===== src/sv/sst_pkg.sv =====
// ----------------------------------------------------------------------------
// sst_pkg
// Shared types and constants of the sorted set table.
// ----------------------------------------------------------------------------
package sst_pkg;

    localparam int VALUE_W = 32;
    localparam int POS_W   = 5;

    typedef enum logic [1:0] {
        REQ_INSERT = 2'd0,
        REQ_LOOKUP = 2'd1,
        REQ_REMOVE = 2'd2,
        REQ_CLEAR  = 2'd3
    } req_kind_t;

    typedef enum logic [1:0] {
        ST_OK      = 2'd0,
        ST_DUP     = 2'd1,
        ST_FULL    = 2'd2,
        ST_BAD_POS = 2'd3
    } status_t;

    // per-transaction control broadcast to every cell
    typedef struct packed {
        logic                      ins;
        logic                      rem;
        logic signed [VALUE_W-1:0] value;
        logic [POS_W-1:0]          position;
    } sst_cell_ctl_t;

endpackage


===== src/sv/sst_req_if.sv =====
// ----------------------------------------------------------------------------
// sst_req_if
// Request channel: valid/ready handshake with request payload.
// ----------------------------------------------------------------------------
interface sst_req_if;
    import sst_pkg::*;

    logic                      valid;
    logic                      ready;
    logic [1:0]                req_type;
    logic signed [VALUE_W-1:0] value;
    logic [POS_W-1:0]          position;

    modport source (output valid, output req_type, output value, output position,
                    input ready);
    modport sink   (input valid, input req_type, input value, input position,
                    output ready);
endinterface


===== src/sv/sst_rsp_if.sv =====
// ----------------------------------------------------------------------------
// sst_rsp_if
// Response channel: valid/ready handshake with result payload.
// ----------------------------------------------------------------------------
interface sst_rsp_if;
    import sst_pkg::*;

    logic             valid;
    logic             ready;
    logic             found;
    logic [POS_W-1:0] found_position;
    logic [POS_W-1:0] count;
    logic [1:0]       status;

    modport source (output valid, output found, output found_position, output count,
                    output status, input ready);
    modport sink   (input valid, input found, input found_position, input count,
                    input status, output ready);
endinterface


===== src/sv/sst_cell.sv =====
// ----------------------------------------------------------------------------
// sst_cell
// One slot of the sorted table: holds an entry, compares it with the
// request value and shifts with its neighbors on insert and remove.
// ----------------------------------------------------------------------------
module sst_cell
    import sst_pkg::*;
#(
    parameter int IDX   = 0,
    parameter int CNT_W = 5
)
(
    input  logic                      clk,
    input  sst_cell_ctl_t             ctl,
    input  logic [CNT_W-1:0]          count,
    input  logic                      left_shift,
    input  logic signed [VALUE_W-1:0] left_entry,
    input  logic signed [VALUE_W-1:0] right_entry,
    output logic signed [VALUE_W-1:0] entry,
    output logic                      shift,
    output logic                      match
);

    localparam int CMP_W = (CNT_W > POS_W) ? CNT_W : POS_W;

    logic signed [VALUE_W-1:0] entry_reg;
    logic signed [VALUE_W-1:0] entry_next;
    logic                      occupied;
    logic                      at_end;
    logic                      rem_take;

    assign occupied = CNT_W'(IDX) < count;
    assign at_end   = count == CNT_W'(IDX);
    assign shift    = occupied && (entry_reg > ctl.value);
    assign match    = occupied && (entry_reg == ctl.value);
    // cells at or after the removed slot pull from the right
    assign rem_take = CMP_W'(IDX + 1) >= CMP_W'(ctl.position);

    always_comb
    begin
        entry_next = entry_reg;
        if (ctl.ins)
        begin
            if (left_shift)
                entry_next = left_entry;
            else if (shift || at_end)
                entry_next = ctl.value;
        end
        else if (ctl.rem && rem_take)
        begin
            entry_next = right_entry;
        end
    end

    always_ff @(posedge clk)
    begin
        entry_reg <= entry_next;
    end

    assign entry = entry_reg;

endmodule


===== src/sv/sorted_set_table.sv =====
// ----------------------------------------------------------------------------
// sorted_set_table
// Set of distinct signed 32-bit values kept in ascending order.
// ----------------------------------------------------------------------------
// Every request (insert, lookup, remove at position, clear) gives one
// registered response in the cycle after it is taken; a new request is taken
// in the same cycle the previous response leaves, so the table sustains one
// request per cycle while responses are taken. The table is a row of
// CAPACITY cells, each comparing its entry with the request value and
// shifting with its neighbors, so insert and remove finish on accept.
// Entries past the count are never read and need no clearing after reset.
module sorted_set_table
    import sst_pkg::*;
#(
    parameter int CAPACITY = 16
)
(
    input  logic     clk,
    input  logic     rst_n,
    sst_req_if.sink  req,
    sst_rsp_if.source rsp
);

    localparam int CNT_W = $clog2(CAPACITY + 1);
    localparam int CMP_W = (CNT_W > POS_W) ? CNT_W : POS_W;

    logic [CNT_W-1:0]          count_reg;
    logic [CNT_W-1:0]          count_next;
    logic                      out_valid_reg;
    logic                      found_reg;
    logic [POS_W-1:0]          fpos_reg;
    logic [POS_W-1:0]          cnt_out_reg;
    status_t                   status_reg;

    logic                      accept;
    logic                      dup;
    logic                      full;
    logic                      pos_ok;
    logic                      found_c;
    logic [POS_W-1:0]          fpos_c;
    status_t                   status_c;
    sst_cell_ctl_t             ctl;

    logic [CAPACITY-1:0]       shift_v;
    logic [CAPACITY-1:0]       match_v;
    logic signed [VALUE_W-1:0] entry_v [CAPACITY];

    assign req.ready = !out_valid_reg || rsp.ready;
    assign accept    = req.valid && req.ready;

    assign dup    = |match_v;
    assign full   = count_reg == CNT_W'(CAPACITY);
    assign pos_ok = (req.position != '0)
                    && (CMP_W'(req.position) <= CMP_W'(count_reg));

    always_comb
    begin
        fpos_c = '0;
        for (int i = 0; i < CAPACITY; i++)
        begin
            if (match_v[i])
                fpos_c = fpos_c | POS_W'(i + 1);
        end
    end

    always_comb
    begin
        ctl.ins      = 1'b0;
        ctl.rem      = 1'b0;
        ctl.value    = req.value;
        ctl.position = req.position;
        count_next   = count_reg;
        found_c      = 1'b0;
        status_c     = ST_OK;
        unique case (req_kind_t'(req.req_type))
            REQ_INSERT:
            begin
                if (dup)
                    status_c = ST_DUP;
                else if (full)
                    status_c = ST_FULL;
                else
                begin
                    ctl.ins    = accept;
                    count_next = count_reg + CNT_W'(1);
                end
            end
            REQ_LOOKUP:
            begin
                found_c = dup;
            end
            REQ_REMOVE:
            begin
                if (!pos_ok)
                    status_c = ST_BAD_POS;
                else
                begin
                    ctl.rem    = accept;
                    count_next = count_reg - CNT_W'(1);
                end
            end
            REQ_CLEAR:
            begin
                count_next = '0;
            end
            default:
            begin
                count_next = count_reg;
            end
        endcase
    end

    genvar g;
    generate
        for (g = 0; g < CAPACITY; g++)
        begin : g_cell
            logic                      l_shift;
            logic signed [VALUE_W-1:0] l_entry;
            logic signed [VALUE_W-1:0] r_entry;

            if (g == 0)
            begin : g_first
                assign l_shift = 1'b0;
                assign l_entry = req.value;
            end
            else
            begin : g_mid
                assign l_shift = shift_v[g-1];
                assign l_entry = entry_v[g-1];
            end

            if (g == CAPACITY - 1)
            begin : g_last
                assign r_entry = entry_v[g];
            end
            else
            begin : g_inner
                assign r_entry = entry_v[g+1];
            end

            sst_cell #(
                .IDX   (g),
                .CNT_W (CNT_W)
            ) u_cell (
                .clk         (clk),
                .ctl         (ctl),
                .count       (count_reg),
                .left_shift  (l_shift),
                .left_entry  (l_entry),
                .right_entry (r_entry),
                .entry       (entry_v[g]),
                .shift       (shift_v[g]),
                .match       (match_v[g])
            );
        end
    endgenerate

    always_ff @(posedge clk or negedge rst_n)
    begin
        if (!rst_n)
        begin
            count_reg     <= '0;
            out_valid_reg <= 1'b0;
        end
        else
        begin
            if (accept)
            begin
                count_reg     <= count_next;
                out_valid_reg <= 1'b1;
            end
            else if (rsp.ready)
            begin
                out_valid_reg <= 1'b0;
            end
        end
    end

    always_ff @(posedge clk)
    begin
        if (accept)
        begin
            found_reg   <= found_c;
            fpos_reg    <= found_c ? fpos_c : '0;
            cnt_out_reg <= POS_W'(count_next);
            status_reg  <= status_c;
        end
    end

    assign rsp.valid          = out_valid_reg;
    assign rsp.found          = found_reg;
    assign rsp.found_position = fpos_reg;
    assign rsp.count          = cnt_out_reg;
    assign rsp.status         = status_reg;

endmodule


===== src/flat_wrapper.sv =====
// flat-port wrapper written by rule: the top's interface ports become plain ports
module sorted_set_table_flat import sst_pkg::*;
#(
    parameter int CAPACITY = 16
)
  (clk, rst_n, req_valid, req_req_type, req_value, req_position, req_ready, rsp_valid, rsp_found, rsp_found_position, rsp_count, rsp_status, rsp_ready);
  sst_req_if req_i ();
  sst_rsp_if rsp_i ();
  input  logic clk;
  input  logic rst_n;
  input wire logic [$bits(req_i.valid)-1:0] req_valid;
  input wire logic [$bits(req_i.req_type)-1:0] req_req_type;
  input wire logic [$bits(req_i.value)-1:0] req_value;
  input wire logic [$bits(req_i.position)-1:0] req_position;
  output wire logic [$bits(req_i.ready)-1:0] req_ready;
  output wire logic [$bits(rsp_i.valid)-1:0] rsp_valid;
  output wire logic [$bits(rsp_i.found)-1:0] rsp_found;
  output wire logic [$bits(rsp_i.found_position)-1:0] rsp_found_position;
  output wire logic [$bits(rsp_i.count)-1:0] rsp_count;
  output wire logic [$bits(rsp_i.status)-1:0] rsp_status;
  input wire logic [$bits(rsp_i.ready)-1:0] rsp_ready;
  assign req_i.valid = req_valid;
  assign req_i.req_type = req_req_type;
  assign req_i.value = req_value;
  assign req_i.position = req_position;
  assign req_ready = req_i.ready;
  assign rsp_valid = rsp_i.valid;
  assign rsp_found = rsp_i.found;
  assign rsp_found_position = rsp_i.found_position;
  assign rsp_count = rsp_i.count;
  assign rsp_status = rsp_i.status;
  assign rsp_i.ready = rsp_ready;
  sorted_set_table #(.CAPACITY(CAPACITY)) u_core (.clk(clk), .rst_n(rst_n), .req(req_i), .rsp(rsp_i));
endmodule

===== config.mk =====
export PLATFORM = sky130hd
export DESIGN_NAME = sorted_set_table_flat
export DESIGN_NICKNAME = d
export VERILOG_FILES = /design/src/sv/sst_pkg.sv /design/src/sv/sst_req_if.sv /design/src/sv/sst_rsp_if.sv /design/src/sv/sst_cell.sv /design/src/sv/sorted_set_table.sv /design/src/flat_wrapper.sv
export SDC_FILE = /design/constraint.sdc
export NUM_CORES = 2
export LEC_CHECK = 0
export ABC_AREA = 1
export BUFFER_PORTS_ARGS = -buffer_cell sky130_fd_sc_hd__buf_2
export CAP_MARGIN = 20
export CORE_ASPECT_RATIO = 0.75
export CORE_MARGIN = 4
export CORE_UTILIZATION = 55
export DETAILED_ROUTE_END_ITERATION = 12
export MAX_ROUTING_LAYER = met4
export PLACE_DENSITY = 0.72
export SLEW_MARGIN = 20
export SYNTH_ARGS = -nofsm -noshare
export SYNTH_HDL_FRONTEND = slang
export SYNTH_HIERARCHICAL = 1
export SYNTH_SLANG_ARGS = --single-unit

===== constraint.sdc =====
create_clock -name clk -period 17.25 [get_ports clk]
set_clock_uncertainty 0.2 [all_clocks]
set_input_delay 0 -clock clk [delete_from_list [all_inputs] [get_ports clk]]
set_output_delay 0 -clock clk [all_outputs]
set_load 0.01 [all_outputs]

* Word-level counts from Yosys, hierarchy flattened *
Cells that the tools add are included.

word-level totals
  output and inout bits = 15
  logic and storage cells = 319
  bits in registers = 531
  input port bits = 43

operators by class
  mux-type cells = 93
  reductions and logical operators = 104
  $add $sub $neg = 2
  magnitude comparators = 48
  eq/ne operators = 50

operators by type and width
  kind                                                               count
  2-to-1 mux 32 bit                                                  61
  equality test 32 bit                                               16
  greater-than comparator 32 bit                                     16
  logical AND 1 bit                                                  49
  inequality test 3 bit (second input constant)                      14
  equality test 5 x 4 -> 1 bit (second input constant)               8
  greater-or-equal comparator 4 x 5 -> 1 bit (first input constant)  8
  < comparator 4 x 5 -> 1 bit (first input constant)                 8
  nonzero test 2 bit                                                 17
  2-to-1 mux 4 bit                                                   8
  AND reduction 2 bit                                                16
  equality test 5 x 3 -> 1 bit (second input constant)               4
  greater-or-equal comparator 3 x 5 -> 1 bit (first input constant)  4
  < comparator 3 x 5 -> 1 bit (first input constant)                 4
  2-to-1 mux 5 bit                                                   4
  logical OR 1 bit                                                   17
  OR reduction 16 bit                                                1
  one-hot mux 5 bit (3 select lines)                                 1
  2-to-1 mux 3 bit                                                   4
  equality test 5 x 2 -> 1 bit (second input constant)               2
  greater-or-equal comparator 2 x 5 -> 1 bit (first input constant)  2
  < comparator 1 x 5 -> 1 bit (first input constant)                 2
  < comparator 2 x 5 -> 1 bit (first input constant)                 2
  2-to-1 mux 2 bit                                                   5
  other kinds (15)                                                   24

* Logic depth before layout (Yosys ltp) *
  depth in word-level cells = 18
  mapped depth = 21
  mapped depth without buffers = 20

* Hierarchy *
Netlist, hierarchy kept.

modules (own cells, without submodules)
  module                               times used  area each (um2)  cells each  sequential area each (um2)
  sst_cell (u_core.g_cell[10].u_cell)  1           2,557.5          336         960.9
  sst_cell (u_core.g_cell[12].u_cell)  1           2,546.2          335         960.9
  sst_cell (u_core.g_cell[2].u_cell)   1           2,536.2          331         960.9
  sst_cell (u_core.g_cell[9].u_cell)   1           2,533.7          335         960.9
  sst_cell (u_core.g_cell[4].u_cell)   1           2,532.4          332         960.9
  sst_cell (u_core.g_cell[0].u_cell)   1           2,531.2          335         960.9
  sst_cell (u_core.g_cell[8].u_cell)   1           2,529.9          332         960.9
  sst_cell (u_core.g_cell[6].u_cell)   1           2,527.4          333         960.9
  sst_cell (u_core.g_cell[13].u_cell)  1           2,526.2          332         960.9
  sst_cell (u_core.g_cell[5].u_cell)   1           2,524.9          331         960.9
  sst_cell (u_core.g_cell[1].u_cell)   1           2,523.7          331         960.9
  sst_cell (u_core.g_cell[11].u_cell)  1           2,519.9          327         960.9
  sst_cell (u_core.g_cell[14].u_cell)  1           2,518.7          330         960.9
  sst_cell (u_core.g_cell[3].u_cell)   1           2,516.2          331         960.9
  3 more rows                          --          --               --          --

* Least setup slack after synthesis *
Ideal clock, no wire load.

  path type = register to register
  from = register u_core.count_reg[2]
  to = register u_core.g_cell[6].u_cell.entry_reg[0], enable pin
  data required time = 16.650 ns
  setup slack = 8.553 ns
  period minus slack after synthesis = 8.697 ns
  buffers on the path = 2
  data arrival time = 8.097 ns
  setup time = 0.400 ns
  cell stages (with the launch flop) = 16
  cells stage by stage = dfrtp_1 -> nand2_1 -> nor4_1 -> o21bai_1 -> nor2_1 -> nor2_1 -> nand2_2 -> nor2_4 -> nand2_4 -> clkinv_4 -> nand2_4 -> nor3_1 -> buf_2 -> buf_1 -> a21oi_1 -> a21oi_2

RTL lines
  what                    line                     text
  start, declared         sorted_set_table.sv:27   logic [CNT_W-1:0] count_reg;
  start signal, assigned  sorted_set_table.sv:169  count_reg <= count_next;
  end signal, assigned    sst_cell.sv:57           entry_reg <= entry_next;
  end, declared           sst_cell.sv:26           logic signed [VALUE_W-1:0] entry_reg;

==> out/metrics.yaml <==
dpl.hpwl_um: 86480
timing.hold.ws_ps: 103.5
maxCapViolCount: 0
cp.arrival_ps: 6940
grt_pass1_vias: 36400
layout-drive-gt1-share_pct: 6.321
synthesis.area_mm2: 0.04178
cp-end-kind: "flip-flop"
clkTransAtPathRegs_ps: 60
fillers: 6621
fp.dieArea_mm2: 0.08047
finalSetupViolCount: 0
worstSetupPathType: "input port to flip-flop"
syn_avg_cell_area_um2: 7.639
largest_register_ffs: 512
area_growth_syn_to_layout_pct: 9.998
ctsHtreeMaxLevel: 2
drv_slew: 0
final_common_cell: "nand2_1"
p_per_area_mw_per_mm2: 95.23
via_per_inst: 5.920
postSynthCellCount: 5469
synth_warnings: 6
antenna_left: 0
final_cell_mix: "nand2_1, o21ai_0, inv_1"
drtIter0Drc: 5086
rsz0062_at_grt: "false"
rows: 87
post_drt_wl_per_cell_um: 18.88
start_kind: "input port"
dr.pass1.iters: 6
max_slew_margin_pct: 25.84
clockRootBuffer: "clkbuf_16"
die_h_um: 246.7
gp_congestion: 0.8890
grt_pass1_wl_um: 196900
period_needed_ps: 6750
num_vias: 38840
fin_cells: 6561
fin_area_mm2: 0.04595
gr-total-overflow: 0
fin_setup_tns_ps: 0
placedCellCount: 6396
fmax_ghz: 0.1481
clock_latency_ps: 640
peakVddDrop_v: 0.00008459
cts_resized: 0
grt_max_degree: 195
worstHoldPathType: "input port to flip-flop"
numCtsBuffers: 59
p_total_mw: 4.376
cp_data_required_time_ps: 17440
numPortBuffers: 57
crit_path_max_fanout: 194
tritoncts: "done"
hold_viol: 0
p_leak_nw: 21.53
pin_count: 58
antenna_found_initial: 1
grt_usage_pct: 30.69
post-route-period-util_pct: 39.13
initial_core_util_pct: 55.54
fin_nets: 6052
clk_path_buf_depth: 3
cts_num_sinks: 531
worstMarginPinSlew_ps: 1106
layout_setup_ws_ps: 10500
fp.dieW_um: 326.2
dpl_cell_area_mm2: 0.04311
drt-total-wl_um: 123900
fin_util_pct: 61.09
pre_cts_ws_ps: 10470
core_area_mm2: 0.07522
drcViolationCount: 0
status: "complete, no violations"
[final timing paths]
check	startpoint	to	slack (ps)	cells after the start
setup / recovery	req_value[25]	u_core/g_cell[8].u_cell/entry[6]$_DFFE_PP_	10500	26
hold / removal	req_position[0]	u_core/rsp.status[0]$_DFFE_PP_	100	6
setup reg to reg	u_core/count_reg[3]$_DFFE_PN0P_	u_core/g_cell[8].u_cell/entry[6]$_DFFE_PP_	10580	18
hold reg to reg	u_core/g_cell[13].u_cell/entry[5]$_DFFE_PP_	u_core/g_cell[12].u_cell/entry[5]$_DFFE_PP_	400	2
max in group asynchronous	rst_n	u_core/count_reg[3]$_DFFE_PN0P_	16510	3
min in group asynchronous	rst_n	u_core/count_reg[0]$_DFFE_PN0P_	110	3
[final cells by class]
class | instances | area, um2 | area share (%)
Sequential cell | 531 | 15920 | 34.63
Multi-Input combinational cell | 3987 | 22410 | 48.77
Antenna cell | 1 | 2.502 | 0.005446
Timing Repair Buffer | 153 | 1389 | 3.022
Tap cell | 1023 | 1280 | 2.785
Clock buffer | 70 | 1570 | 3.417
Clock inverter | 38 | 531.8 | 1.157
Inverter | 758 | 2850 | 6.203
[critical path, cell delays in order]
cell           delay, ps
dlygate4sd3_1        510
buf_2                630
inv_1                110
ha_1                 340
nand2_1               80
nor2_1                90
nand3_1              120
nor2_1                90
and3_1               180
inv_1                 60
nor2_1                40
nor2_1               210
nand2_2              110
nor2_4               150
nand2_4              130
clkinv_4              90
nand2_4               50
nor3_2               190
buf_12               470
buf_4                730
buf_12               640
inv_1                480
buf_8                290
a311oi_1             420
a21oi_4              290
buf_16               240
[per-layer routing]
| layer | part of all wire, % | GRT usage [%] |
|---|---|---|
| met1 | 45 | 45.16 |
| met3 | 11 | 4.777 |
| met5 | 0 | - |
| met2 | 42 | 45.26 |
| met4 | 1.4 | 5.727 |
[repair_timing]
| action | CTS | global route |
|---|---|---|
| hold buffers | 43 | 0 |
| endpoints found under the hold margin | 462 | 0 |
| buffers inserted | 0 | 0 |
[power by group]
group | internal (mW) | switching (mW)
combinational | 0.376 | 0.980
sequential | 1.54 | 0.0658
clock | 0.853 | 0.562
Note: power is estimated with default switching activity, not from simulation.
